<file path="src/design/bur_pkg.sv">
package bur_pkg;

	// Ring depths
	localparam int TX_DEPTH_DEF = 128;
	localparam int RX_DEPTH_DEF = 128;

	// Field widths
	localparam int FUNC_W  = 3;
	localparam int BYTE_W  = 8;
	localparam int NEED_W  = 8;
	localparam int STAT_W  = 2;
	localparam int COUNT_W = 16;

	// Function codes of an input item
	localparam logic [FUNC_W-1:0] FN_SEND  = 3'd0;
	localparam logic [FUNC_W-1:0] FN_TXRDY = 3'd1;
	localparam logic [FUNC_W-1:0] FN_RECV  = 3'd2;
	localparam logic [FUNC_W-1:0] FN_READ  = 3'd3;
	localparam logic [FUNC_W-1:0] FN_SPACE = 3'd4;

	// Result status codes
	localparam logic [STAT_W-1:0] ST_OK      = 2'd0;
	localparam logic [STAT_W-1:0] ST_DROPPED = 2'd1;
	localparam logic [STAT_W-1:0] ST_LOST    = 2'd2;
	localparam logic [STAT_W-1:0] ST_RX_ERR  = 2'd3;

	// Controller to datapath commands
	typedef struct packed {
		logic clear;   // zero one receive slot
		logic accept;  // capture item, issue ring reads
		logic exec;    // update state, load result register
	} ctrl_cmd_t;

	// Datapath to controller status
	typedef struct packed {
		logic clear_done;  // last receive slot being cleared
		logic out_hold;    // result register full and not taken
	} dp_stat_t;

endpackage

</file>
<file path="src/design/bur_cmd_if.sv">
interface bur_cmd_if;
	logic                             valid;
	logic                             ready;
	logic [bur_pkg::FUNC_W-1:0]       func;
	logic [bur_pkg::BYTE_W-1:0]       byte_in;
	logic [bur_pkg::NEED_W-1:0]       need_len;
	logic                             overrun_flag;
	logic                             noise_flag;
	logic                             framing_flag;

	modport source (
		output valid, func, byte_in, need_len, overrun_flag, noise_flag, framing_flag,
		input  ready
	);
	modport sink (
		input  valid, func, byte_in, need_len, overrun_flag, noise_flag, framing_flag,
		output ready
	);
endinterface

</file>
<file path="src/design/bur_rsp_if.sv">
interface bur_rsp_if;
	logic                             valid;
	logic                             ready;
	logic                             line_valid;
	logic [bur_pkg::BYTE_W-1:0]       line_byte;
	logic [bur_pkg::BYTE_W-1:0]       read_byte;
	logic                             read_was_empty;
	logic                             space_ok;
	logic [bur_pkg::STAT_W-1:0]       status;
	logic                             tx_busy;
	logic [bur_pkg::COUNT_W-1:0]      overrun_total;
	logic [bur_pkg::COUNT_W-1:0]      noise_total;
	logic [bur_pkg::COUNT_W-1:0]      framing_total;

	modport source (
		output valid, line_valid, line_byte, read_byte, read_was_empty, space_ok,
		       status, tx_busy, overrun_total, noise_total, framing_total,
		input  ready
	);
	modport sink (
		input  valid, line_valid, line_byte, read_byte, read_was_empty, space_ok,
		       status, tx_busy, overrun_total, noise_total, framing_total,
		output ready
	);
endinterface

</file>
<file path="src/design/bur_ctrl.sv">
module bur_ctrl (
	input  logic                clk,
	input  logic                arst_n,
	input  logic                in_valid,
	output logic                in_ready,
	input  bur_pkg::dp_stat_t   stat,
	output bur_pkg::ctrl_cmd_t  cmd
);

	typedef enum logic [2:0] {
		S_CLEAR = 3'b001,
		S_IDLE  = 3'b010,
		S_EXEC  = 3'b100
	} state_t;

	state_t state_q, state_d;

	// Take an item only when idle and the result register is free this cycle
	assign in_ready = (state_q == S_IDLE) && !stat.out_hold;

	always_comb begin
		cmd        = '0;
		state_d    = state_q;
		unique case (state_q)
			S_CLEAR: begin
				cmd.clear = 1'b1;
				if (stat.clear_done) state_d = S_IDLE;
			end
			S_IDLE: begin
				if (in_valid && in_ready) begin
					cmd.accept = 1'b1;
					state_d    = S_EXEC;
				end
			end
			S_EXEC: begin
				cmd.exec = 1'b1;
				state_d  = S_IDLE;
			end
			default: state_d = S_CLEAR;
		endcase
	end

	always_ff @(posedge clk or negedge arst_n) begin
		if (!arst_n) state_q <= S_CLEAR;
		else         state_q <= state_d;
	end

endmodule

</file>
<file path="src/design/bur_datapath.sv">
module bur_datapath #(
	parameter int TX_DEPTH = bur_pkg::TX_DEPTH_DEF,
	parameter int RX_DEPTH = bur_pkg::RX_DEPTH_DEF
) (
	input  logic                          clk,
	input  logic                          arst_n,
	input  bur_pkg::ctrl_cmd_t            cmd,
	output bur_pkg::dp_stat_t             stat,
	input  logic                          cfg_we,
	input  logic                          cfg_wdata,
	input  logic [bur_pkg::FUNC_W-1:0]    func,
	input  logic [bur_pkg::BYTE_W-1:0]    byte_in,
	input  logic [bur_pkg::NEED_W-1:0]    need_len,
	input  logic                          overrun_flag,
	input  logic                          noise_flag,
	input  logic                          framing_flag,
	output logic                          out_valid,
	input  logic                          out_ready,
	output logic                          line_valid,
	output logic [bur_pkg::BYTE_W-1:0]    line_byte,
	output logic [bur_pkg::BYTE_W-1:0]    read_byte,
	output logic                          read_was_empty,
	output logic                          space_ok,
	output logic [bur_pkg::STAT_W-1:0]    status,
	output logic                          tx_busy,
	output logic [bur_pkg::COUNT_W-1:0]   overrun_total,
	output logic [bur_pkg::COUNT_W-1:0]   noise_total,
	output logic [bur_pkg::COUNT_W-1:0]   framing_total
);

	localparam int TPW = (TX_DEPTH > 1) ? $clog2(TX_DEPTH) : 1;
	localparam int RPW = (RX_DEPTH > 1) ? $clog2(RX_DEPTH) : 1;
	localparam int CW  = (TPW + 1 > bur_pkg::NEED_W) ? TPW + 1 : bur_pkg::NEED_W + 1;
	localparam logic [TPW-1:0] TX_LAST = TPW'(TX_DEPTH - 1);
	localparam logic [RPW-1:0] RX_LAST = RPW'(RX_DEPTH - 1);
	localparam logic [TPW:0]   TX_SIZE = (TPW + 1)'(TX_DEPTH);

	// Ring memories
	logic [bur_pkg::BYTE_W-1:0] tx_mem [TX_DEPTH];
	logic [bur_pkg::BYTE_W-1:0] rx_mem [RX_DEPTH];

	// Ring pointers, flags, counters, config
	logic [TPW-1:0] tx_head_q, tx_tail_q;
	logic [RPW-1:0] rx_head_q, rx_tail_q, clr_q;
	logic           running_q, rx_en_q;
	logic [bur_pkg::COUNT_W-1:0] ovr_cnt_q, nse_cnt_q, frm_cnt_q;

	// Captured item and ring read data
	logic [bur_pkg::FUNC_W-1:0] func_s1;
	logic [bur_pkg::BYTE_W-1:0] byte_s1, tx_rd_s1, rx_rd_s1;
	logic [bur_pkg::NEED_W-1:0] need_s1;
	logic                       ovr_s1, nse_s1, frm_s1;

	// Result register
	logic                          out_valid_q;
	logic                          lv_q, empty_q, sok_q, busy_q;
	logic [bur_pkg::BYTE_W-1:0]    lb_q, rb_q;
	logic [bur_pkg::STAT_W-1:0]    st_q;
	logic [bur_pkg::COUNT_W-1:0]   ovr_out_q, nse_out_q, frm_out_q;

	// Next-state values of the execute step
	logic [TPW-1:0] tx_head_inc, tx_tail_inc, tx_head_d, tx_tail_d;
	logic [RPW-1:0] rx_head_inc, rx_tail_inc, rx_head_d, rx_tail_d;
	logic           running_d, tx_we, rx_we;
	logic [bur_pkg::COUNT_W-1:0] ovr_cnt_d, nse_cnt_d, frm_cnt_d;
	logic                        lv_d, empty_d, sok_d;
	logic [bur_pkg::BYTE_W-1:0]  lb_d, rb_d;
	logic [bur_pkg::STAT_W-1:0]  st_d;
	logic [TPW:0]                tx_free;

	assign tx_head_inc = (tx_head_q == TX_LAST) ? '0 : tx_head_q + 1'b1;
	assign tx_tail_inc = (tx_tail_q == TX_LAST) ? '0 : tx_tail_q + 1'b1;
	assign rx_head_inc = (rx_head_q == RX_LAST) ? '0 : rx_head_q + 1'b1;
	assign rx_tail_inc = (rx_tail_q == RX_LAST) ? '0 : rx_tail_q + 1'b1;

	// Free transmit slots, one slot always kept unused
	always_comb begin
		if (tx_tail_q > tx_head_q)
			tx_free = {1'b0, tx_tail_q} - {1'b0, tx_head_q} - 1'b1;
		else
			tx_free = {1'b0, tx_tail_q} + TX_SIZE - {1'b0, tx_head_q} - 1'b1;
	end

	// Execute step for the captured item
	always_comb begin
		tx_head_d = tx_head_q;
		tx_tail_d = tx_tail_q;
		rx_head_d = rx_head_q;
		rx_tail_d = rx_tail_q;
		running_d = running_q;
		ovr_cnt_d = ovr_cnt_q;
		nse_cnt_d = nse_cnt_q;
		frm_cnt_d = frm_cnt_q;
		tx_we     = 1'b0;
		rx_we     = 1'b0;
		lv_d      = 1'b0;
		lb_d      = '0;
		rb_d      = '0;
		empty_d   = 1'b0;
		sok_d     = 1'b0;
		st_d      = bur_pkg::ST_OK;
		unique case (func_s1)
			bur_pkg::FN_SEND: begin
				if (tx_head_inc == tx_tail_q) begin
					st_d = bur_pkg::ST_DROPPED;
				end else if (running_q) begin
					tx_we     = 1'b1;
					tx_head_d = tx_head_inc;
				end else begin
					// idle transmitter: byte goes straight to the line
					running_d = 1'b1;
					lv_d      = 1'b1;
					lb_d      = byte_s1;
				end
			end
			bur_pkg::FN_TXRDY: begin
				if (tx_head_q != tx_tail_q) begin
					lv_d      = 1'b1;
					lb_d      = tx_rd_s1;
					tx_tail_d = tx_tail_inc;
				end else begin
					running_d = 1'b0;
				end
			end
			bur_pkg::FN_RECV: begin
				if (rx_en_q) begin
					if (!ovr_s1 && !nse_s1 && !frm_s1) begin
						// full ring: slot overwritten, head stays
						rx_we = 1'b1;
						if (rx_head_inc != rx_tail_q) rx_head_d = rx_head_inc;
						else                          st_d      = bur_pkg::ST_LOST;
					end else begin
						if (ovr_s1) ovr_cnt_d = ovr_cnt_q + 1'b1;
						if (nse_s1) nse_cnt_d = nse_cnt_q + 1'b1;
						if (frm_s1) frm_cnt_d = frm_cnt_q + 1'b1;
						st_d = bur_pkg::ST_RX_ERR;
					end
				end
			end
			bur_pkg::FN_READ: begin
				empty_d   = (rx_head_q == rx_tail_q);
				rb_d      = rx_rd_s1;
				rx_tail_d = rx_tail_inc;
			end
			bur_pkg::FN_SPACE: begin
				sok_d = (CW'(tx_free) >= CW'(need_s1));
			end
			default: ;
		endcase
	end

	// Transmit ring memory, write on execute, read on accept
	always_ff @(posedge clk) begin
		if (cmd.exec && tx_we) tx_mem[tx_head_q] <= byte_s1;
	end

	always_ff @(posedge clk) begin
		if (cmd.accept) tx_rd_s1 <= tx_mem[tx_tail_q];
	end

	// Receive ring memory, zeroed by the clear sweep after reset
	always_ff @(posedge clk) begin
		if (cmd.clear)              rx_mem[clr_q]     <= '0;
		else if (cmd.exec && rx_we) rx_mem[rx_head_q] <= byte_s1;
	end

	always_ff @(posedge clk) begin
		if (cmd.accept) rx_rd_s1 <= rx_mem[rx_tail_q];
	end

	// Clear sweep address
	always_ff @(posedge clk or negedge arst_n) begin
		if (!arst_n)        clr_q <= '0;
		else if (cmd.clear) clr_q <= (clr_q == RX_LAST) ? '0 : clr_q + 1'b1;
	end

	assign stat.clear_done = cmd.clear && (clr_q == RX_LAST);
	assign stat.out_hold   = out_valid_q && !out_ready;

	// Item capture
	always_ff @(posedge clk) begin
		if (cmd.accept) begin
			func_s1 <= func;
			byte_s1 <= byte_in;
			need_s1 <= need_len;
			ovr_s1  <= overrun_flag;
			nse_s1  <= noise_flag;
			frm_s1  <= framing_flag;
		end
	end

	// Control state
	always_ff @(posedge clk or negedge arst_n) begin
		if (!arst_n) begin
			tx_head_q <= '0;
			tx_tail_q <= '0;
			rx_head_q <= '0;
			rx_tail_q <= '0;
			running_q <= 1'b0;
			ovr_cnt_q <= '0;
			nse_cnt_q <= '0;
			frm_cnt_q <= '0;
		end else if (cmd.exec) begin
			tx_head_q <= tx_head_d;
			tx_tail_q <= tx_tail_d;
			rx_head_q <= rx_head_d;
			rx_tail_q <= rx_tail_d;
			running_q <= running_d;
			ovr_cnt_q <= ovr_cnt_d;
			nse_cnt_q <= nse_cnt_d;
			frm_cnt_q <= frm_cnt_d;
		end
	end

	// Receive enable register
	always_ff @(posedge clk or negedge arst_n) begin
		if (!arst_n)     rx_en_q <= 1'b1;
		else if (cfg_we) rx_en_q <= cfg_wdata;
	end

	// Result valid: set on execute, cleared on transfer
	always_ff @(posedge clk or negedge arst_n) begin
		if (!arst_n)               out_valid_q <= 1'b0;
		else if (cmd.exec)         out_valid_q <= 1'b1;
		else if (out_ready)        out_valid_q <= 1'b0;
	end

	// Result payload
	always_ff @(posedge clk) begin
		if (cmd.exec) begin
			lv_q      <= lv_d;
			lb_q      <= lb_d;
			rb_q      <= rb_d;
			empty_q   <= empty_d;
			sok_q     <= sok_d;
			st_q      <= st_d;
			busy_q    <= running_d;
			ovr_out_q <= ovr_cnt_d;
			nse_out_q <= nse_cnt_d;
			frm_out_q <= frm_cnt_d;
		end
	end

	assign out_valid      = out_valid_q;
	assign line_valid     = lv_q;
	assign line_byte      = lb_q;
	assign read_byte      = rb_q;
	assign read_was_empty = empty_q;
	assign space_ok       = sok_q;
	assign status         = st_q;
	assign tx_busy        = busy_q;
	assign overrun_total  = ovr_out_q;
	assign noise_total    = nse_out_q;
	assign framing_total  = frm_out_q;

endmodule

</file>
<file path="src/design/buffered_uart_ring_queues.sv">
// An item is captured at its input transfer and its result register loads in
// the execute state; no new item is taken before then. The ring read is
// registered at the input transfer and the state update happens in the
// following cycle. A result that is not taken holds off the next input transfer.
// Reset: pointers, busy flag and error counters clear; the receive ring is
// zeroed by a sweep over every slot, during which no item is taken.
module buffered_uart_ring_queues #(
	parameter int TX_DEPTH = bur_pkg::TX_DEPTH_DEF,
	parameter int RX_DEPTH = bur_pkg::RX_DEPTH_DEF
) (
	input  logic       clk,
	input  logic       arst_n,
	input  logic       cfg_we,
	input  logic       cfg_wdata,
	bur_cmd_if.sink    cmd,
	bur_rsp_if.source  rsp
);

	bur_pkg::ctrl_cmd_t ctl;
	bur_pkg::dp_stat_t  stat;

	// Sequencer
	bur_ctrl u_ctrl (
		.clk      (clk),
		.arst_n   (arst_n),
		.in_valid (cmd.valid),
		.in_ready (cmd.ready),
		.stat     (stat),
		.cmd      (ctl)
	);

	// Rings, pointers, counters and result register
	bur_datapath #(
		.TX_DEPTH (TX_DEPTH),
		.RX_DEPTH (RX_DEPTH)
	) u_dp (
		.clk            (clk),
		.arst_n         (arst_n),
		.cmd            (ctl),
		.stat           (stat),
		.cfg_we         (cfg_we),
		.cfg_wdata      (cfg_wdata),
		.func           (cmd.func),
		.byte_in        (cmd.byte_in),
		.need_len       (cmd.need_len),
		.overrun_flag   (cmd.overrun_flag),
		.noise_flag     (cmd.noise_flag),
		.framing_flag   (cmd.framing_flag),
		.out_valid      (rsp.valid),
		.out_ready      (rsp.ready),
		.line_valid     (rsp.line_valid),
		.line_byte      (rsp.line_byte),
		.read_byte      (rsp.read_byte),
		.read_was_empty (rsp.read_was_empty),
		.space_ok       (rsp.space_ok),
		.status         (rsp.status),
		.tx_busy        (rsp.tx_busy),
		.overrun_total  (rsp.overrun_total),
		.noise_total    (rsp.noise_total),
		.framing_total  (rsp.framing_total)
	);

endmodule

</file>
<file path="src/flat_wrapper.sv">
// flat-port wrapper written by rule: the top's interface ports become plain ports
module buffered_uart_ring_queues_flat 
#(
	parameter int TX_DEPTH = bur_pkg::TX_DEPTH_DEF,
	parameter int RX_DEPTH = bur_pkg::RX_DEPTH_DEF
)
  (clk, arst_n, cfg_we, cfg_wdata, cmd_valid, cmd_func, cmd_byte_in, cmd_need_len, cmd_overrun_flag, cmd_noise_flag, cmd_framing_flag, cmd_ready, rsp_valid, rsp_line_valid, rsp_line_byte, rsp_read_byte, rsp_read_was_empty, rsp_space_ok, rsp_status, rsp_tx_busy, rsp_overrun_total, rsp_noise_total, rsp_framing_total, rsp_ready);
  bur_cmd_if cmd_i ();
  bur_rsp_if rsp_i ();
  input  logic clk;
  input  logic arst_n;
  input  logic cfg_we;
  input  logic cfg_wdata;
  input wire logic [$bits(cmd_i.valid)-1:0] cmd_valid;
  input wire logic [$bits(cmd_i.func)-1:0] cmd_func;
  input wire logic [$bits(cmd_i.byte_in)-1:0] cmd_byte_in;
  input wire logic [$bits(cmd_i.need_len)-1:0] cmd_need_len;
  input wire logic [$bits(cmd_i.overrun_flag)-1:0] cmd_overrun_flag;
  input wire logic [$bits(cmd_i.noise_flag)-1:0] cmd_noise_flag;
  input wire logic [$bits(cmd_i.framing_flag)-1:0] cmd_framing_flag;
  output wire logic [$bits(cmd_i.ready)-1:0] cmd_ready;
  output wire logic [$bits(rsp_i.valid)-1:0] rsp_valid;
  output wire logic [$bits(rsp_i.line_valid)-1:0] rsp_line_valid;
  output wire logic [$bits(rsp_i.line_byte)-1:0] rsp_line_byte;
  output wire logic [$bits(rsp_i.read_byte)-1:0] rsp_read_byte;
  output wire logic [$bits(rsp_i.read_was_empty)-1:0] rsp_read_was_empty;
  output wire logic [$bits(rsp_i.space_ok)-1:0] rsp_space_ok;
  output wire logic [$bits(rsp_i.status)-1:0] rsp_status;
  output wire logic [$bits(rsp_i.tx_busy)-1:0] rsp_tx_busy;
  output wire logic [$bits(rsp_i.overrun_total)-1:0] rsp_overrun_total;
  output wire logic [$bits(rsp_i.noise_total)-1:0] rsp_noise_total;
  output wire logic [$bits(rsp_i.framing_total)-1:0] rsp_framing_total;
  input wire logic [$bits(rsp_i.ready)-1:0] rsp_ready;
  assign cmd_i.valid = cmd_valid;
  assign cmd_i.func = cmd_func;
  assign cmd_i.byte_in = cmd_byte_in;
  assign cmd_i.need_len = cmd_need_len;
  assign cmd_i.overrun_flag = cmd_overrun_flag;
  assign cmd_i.noise_flag = cmd_noise_flag;
  assign cmd_i.framing_flag = cmd_framing_flag;
  assign cmd_ready = cmd_i.ready;
  assign rsp_valid = rsp_i.valid;
  assign rsp_line_valid = rsp_i.line_valid;
  assign rsp_line_byte = rsp_i.line_byte;
  assign rsp_read_byte = rsp_i.read_byte;
  assign rsp_read_was_empty = rsp_i.read_was_empty;
  assign rsp_space_ok = rsp_i.space_ok;
  assign rsp_status = rsp_i.status;
  assign rsp_tx_busy = rsp_i.tx_busy;
  assign rsp_overrun_total = rsp_i.overrun_total;
  assign rsp_noise_total = rsp_i.noise_total;
  assign rsp_framing_total = rsp_i.framing_total;
  assign rsp_i.ready = rsp_ready;
  buffered_uart_ring_queues #(.TX_DEPTH(TX_DEPTH), .RX_DEPTH(RX_DEPTH)) u_core (.clk(clk), .arst_n(arst_n), .cfg_we(cfg_we), .cfg_wdata(cfg_wdata), .cmd(cmd_i), .rsp(rsp_i));
endmodule
</file>
<file path="config.mk">
export PLATFORM = sky130hd
export DESIGN_NAME = buffered_uart_ring_queues_flat
export DESIGN_NICKNAME = d
export VERILOG_FILES = /design/src/design/bur_pkg.sv /design/src/design/bur_cmd_if.sv /design/src/design/bur_rsp_if.sv /design/src/design/bur_ctrl.sv /design/src/design/bur_datapath.sv /design/src/design/buffered_uart_ring_queues.sv /design/src/flat_wrapper.sv
export SDC_FILE = /design/constraint.sdc
export NUM_CORES = 2
export LEC_CHECK = 0
export BUFFER_PORTS_ARGS = -buffer_cell sky130_fd_sc_hd__buf_2
export CORE_MARGIN = 5
export CORE_UTILIZATION = 60
export CTS_BUF_LIST = sky130_fd_sc_hd__clkbuf_16
export DETAILED_ROUTE_END_ITERATION = 10
export GPL_TIMING_DRIVEN = 0
export PLACE_DENSITY_LB_ADDON = 0.15
export SYNTH_ARGS = -nofsm -noshare
export SYNTH_HDL_FRONTEND = slang
export SYNTH_SLANG_ARGS = --single-unit
</file>
<file path="constraint.sdc">
create_clock -name clk -period 5.6 [get_ports clk]
set_clock_uncertainty 0.2 [all_clocks]
set_input_delay 1.12 -clock clk [delete_from_list [all_inputs] [get_ports clk]]
set_output_delay 1.12 -clock clk [all_outputs]
set_load 0.02 [all_outputs]
</file>
==> metrics.md <==
| Metric | Value |
|---|---|
| Status | `finished with violations` |
| Failing checks | `max-capacitance violations, max-slew violations, negative setup slack` |
| Dpl hpwl | `175 mm` |
| Final setup viols | `23` |
| Chip height | `395 um` |
| Share of the synthesized area in the top cell type | `0.727` |
| Vias in the first global route | `47.5k` |
| Power per Cell Area | `322 nW/um^2` |
| Row count | `141` |
| Fmax | `172 MHz` |
| Worst-Skew Late Latency | `0.84 ns` |
| Layout Cells excl Fill | `6,992` |
| Num CTS Buffers | `215` |
| Synth area leaders | `edfxtp_1 73%, mux4_2 13%, dfrtp_1 2.4%, mux2i_1 1.4%, nor2_1 1.4%` |
| Period utilization | `1.04` |
| Area Overhead vs Synth | `12.6%` |
| Die X | `395 um` |
| Hold Vio Cnt, Final | `0` |
| WL final | `264 mm` |
| Core Util, Final | `0.679` |
| Share of flip-flops with an asynchronous set or reset | `0.0396` |
| RD Place Congestion | `0.990` |
| Routed len/inst | `37.8 um` |
| Worst slew pin tran | `1.54 ns` |
| Initial core utilization | `0.603` |
| Global-route wire length before repair | `367 mm` |
| Final WS setup | `-0.199 ns` |
| Netlist cell types | `78` |
| Mean Syn Cell Area | `19.8 sq um` |
| Clock-pin transition on the worst setup and hold timing paths | `0.06 ns` |
| Initial antenna violation count | `10` |
| Worst setup EP type | `flop` |
| Iter 0 DRT Violations | `6,972` |
| Pre-Repair DR Iteration Count | `7` |
| Post-synthesis register bit count | `2,245` |
| Worst slew margin | `-0.0287` |
| Crit start category | `flop` |
| CTS tree | `yes` |
| Port-buffer cells | `99` |
| Peak supply drop | `302 uV` |
| CTS Sinks | `2,245` |
| Die area | `156,000 sq um` |
| DP Cell Count | `6,583` |
| Type of the worst min-delay path | `in -> async` |
| Arr. time, crit path | `6.17 ns` |
| Seq/Total Area, Yosys | `0.752` |
| Filler cells | `9,338` |
| Hold_buf cts | `0` |
| Yosys warning count | `0` |
| CP max FO | `10` |
| Setup Crit Path Kind | `reg -> reg` |
| Clock period minus worst slack | `5.80 ns` |
| Top FF cell, synth | `edfxtp_1` |
| Core Box Area | `148,000 sq um` |
| Seq. cell area | `67,000 sq um` |
| Ratio of cells with drive above 1 in the final layout | `0.231` |
| Cells after synthesis | `4,498` |
| Synth area leader | `edfxtp_1` |
| Unrepaired setup endpoints after global routing | `true` |
| Largest net degree at the start of global routing | `93` |
| Grt ovf | `0` |
| Syn_nets | `4,551` |
| Max-Cap Viols | `3` |
| Total GRT Usage | `0.339` |
| Max Buffers Root-to-Sink | `3` |
| Antenna-violating nets left | `0` |
| Top Ports | `100` |
| LEAKAGE | `28.9 nW` |
| Post-synth EDFFs | `2,156` |
| Setup Fix Bufs, Post-CTS | `0` |
| Critical Path RT | `5.97 ns` |
| # H-tree levels | `4` |
| Vias per cell | `6.96` |
| Max-slew violation count | `22` |
| # DRC | `0` |
| Via count | `48.6k` |
| Multi-input gate area | `20,900 sq um` |
| CTS Root Cell | `clkbuf_16` |
| NumNets Final | `4,921` |
| Mapped cell area | `89,100 sq um` |
-- worst paths after layout --
check                                                      start  slack, ns                                     to  cells after the start
setup / recovery            u_core.u_dp.tx_tail_q[1]$_DFFE_PN0P_      -0.20      u_core.u_dp.tx_rd_s1[1]$_DFFE_PP_                      8
hold / removal                                            arst_n       0.07   u_core.u_dp.nse_cnt_q[9]$_DFFE_PN0P_                      1
setup reg to reg            u_core.u_dp.tx_tail_q[1]$_DFFE_PN0P_      -0.20      u_core.u_dp.tx_rd_s1[1]$_DFFE_PP_                      8
hold reg to reg            u_core.u_dp.ovr_cnt_q[15]$_DFFE_PN0P_       0.29  u_core.u_dp.ovr_cnt_q[15]$_DFFE_PN0P_                      1
max in group asynchronous                                 arst_n       4.39   u_core.u_ctrl.state_q[0]$_DFFE_PN1P_                      2
min in group clk                                cmd_overrun_flag       0.26           u_core.u_dp.ovr_s1$_DFFE_PP_                      1
-- cells in the mapped netlist, drive strengths merged (9+ instances only) --
library cell,number
xor2,49
o22ai,16
and2,24
nor2b,44
nand2b,11
nor2,344
mux2i,129
inv,31
o31ai,9
a22oi,22
xnor2,78
a31oi,23
clkbuf,117
a211oi,46
o21ai,67
mux4,523
or3,11
edfxtp,2156
dfrtp,87
nand3,66
buf,129
a22o,12
nor3,30
ha,24
a21oi,72
o211ai,9
a221oi,10
and3,15
mux2,42
nand4,15
nand2,177
-- sequential cells by signal, summed over array words and instances, names as in the netlist, 2 cells and up --
signal / cells
u_core.u_dp.frm_cnt_q: 16
u_core.u_dp.rx_mem: 1024
u_core.u_dp.func_s1: 3
u_core.u_dp.read_byte: 8
u_core.u_dp.overrun_total: 16
u_core.u_dp.rx_tail_q: 7
u_core.u_ctrl.state_q: 3
u_core.u_dp.rx_head_q: 7
u_core.u_dp.line_byte: 8
u_core.u_dp.rx_rd_s1: 8
u_core.u_dp.clr_q: 7
u_core.u_dp.tx_mem: 1024
u_core.u_dp.need_s1: 8
u_core.u_dp.tx_head_q: 7
u_core.u_dp.tx_rd_s1: 8
u_core.u_dp.nse_cnt_q: 16
u_core.u_dp.framing_total: 16
u_core.u_dp.tx_tail_q: 7
u_core.u_dp.ovr_cnt_q: 16
u_core.u_dp.byte_s1: 8
u_core.u_dp.noise_total: 16
u_core.u_dp.status: 2
-- through the flow --
step / setup slack [ns] / power (W) / hold WS [ns] / setup TNS, ns / area (sq um)
2_1_floorplan: 1.21 / 0.0185 / 0.261 / 0 / 89100
3_3_place_gp: -2.47 / 0.0185 / 0.275 / -2379.59 / 92000
3_5_place_dp: -0.476 / 0.0185 / 0.280 / -2.01 / 93400
4_1_cts: 0.00105 / 0.0324 / 0.0465 / 0 / 100000
5_1_grt: -0.102 / 0.0331 / 0.0950 / -3.06 / 100000
6_report: -0.199 / 0.0323 / 0.0706 / -1.10 / 100000
-- power by group --
group | switching (W) | internal [W] | total (W)
sequential | 0.000000808 | 0.0181 | 0.0181
clock | 0.00629 | 0.00790 | 0.0142
combinational | 0.0000185 | 0.00000989 | 0.0000284
total | 0.00631 | 0.0260 | 0.0323
-- cell usage in the layout, fill, tap and decap left out, drive strengths merged, types with 8 or more instances in the layout --
cell / count
a21oi: 72
dfrtp: 87
clkbuf: 333
clkinv: 99
nor3: 30
xnor2: 78
edfxtp: 2156
mux2i: 129
buf: 282
mux2: 42
nor2b: 44
or3: 11
and2: 24
nor2: 344
xor2: 49
a211oi: 46
o31ai: 9
o21ai: 67
a22oi: 22
nand3: 66
bufinv: 19
a22o: 12
inv: 96
nand2b: 11
or2: 8
o22ai: 16
o211ai: 9
and3: 15
nand4: 15
a2111oi: 8
a31oi: 23
ha: 24
mux4: 523
a221oi: 10
nand2: 177
-- routing by layer --
layer | vias to the layer above | track usage | wire (um)
met4 | 8 | 0.207 | 20100
met1 | 25200 | 0.446 | 92300
met5 | - | 0 | 66
li1 | 19100 | - | -
met3 | 812 | 0.0788 | 28400
met2 | 3519 | 0.525 | 123000
-- cells by family (layout without fill, tap and decap cells) --
group | after synthesis | after routing | synth area share
buffers and inverters | 279 | 836 | 0.0138
and+or+nand+nor | 777 | 777 | 0.0399
AOI/OAI and AO/OA | 350 | 350 | 0.0261
adders and majority gates | 25 | 25 | 0.00360
other | 0 | 7 | 0
muxes | 694 | 694 | 0.152
xor gates and xnor gates | 128 | 128 | 0.0127
DFF | 2245 | 2245 | 0.752
-- final cells by class --
class,instances,share of cell area
antenna,7,0.000175
buffer,244,0.0112
clock buffer,217,0.0541
clock inverter,187,0.0142
inverter,33,0.00123
multi-input combinational,1974,0.209
sequential,2245,0.667
tap,1930,0.0241
timing repair buffer,155,0.0189
-- critical path, cell delays in order, from the launching register on --
cell	delay, ns
dfrtp_1	0.44
buf_2	0.37
buf_1	0.98
clkbuf_1	1.01
clkbuf_1	1.03
a211oi_1	0.25
a21oi_1	0.53
a221oi_1	0.19
a22oi_1	0.49
-- timing repair --
| action | in CTS | in global routing |
|---|---|---|
| cloned | 0 | 0 |
| endpoints found under the hold margin | 0 | 0 |
| setup endpoints to repair | 7 | 102 |
| gates resized for setup | 9 | 9 |
No activity file was read; power rests on OpenSTA's default activity.
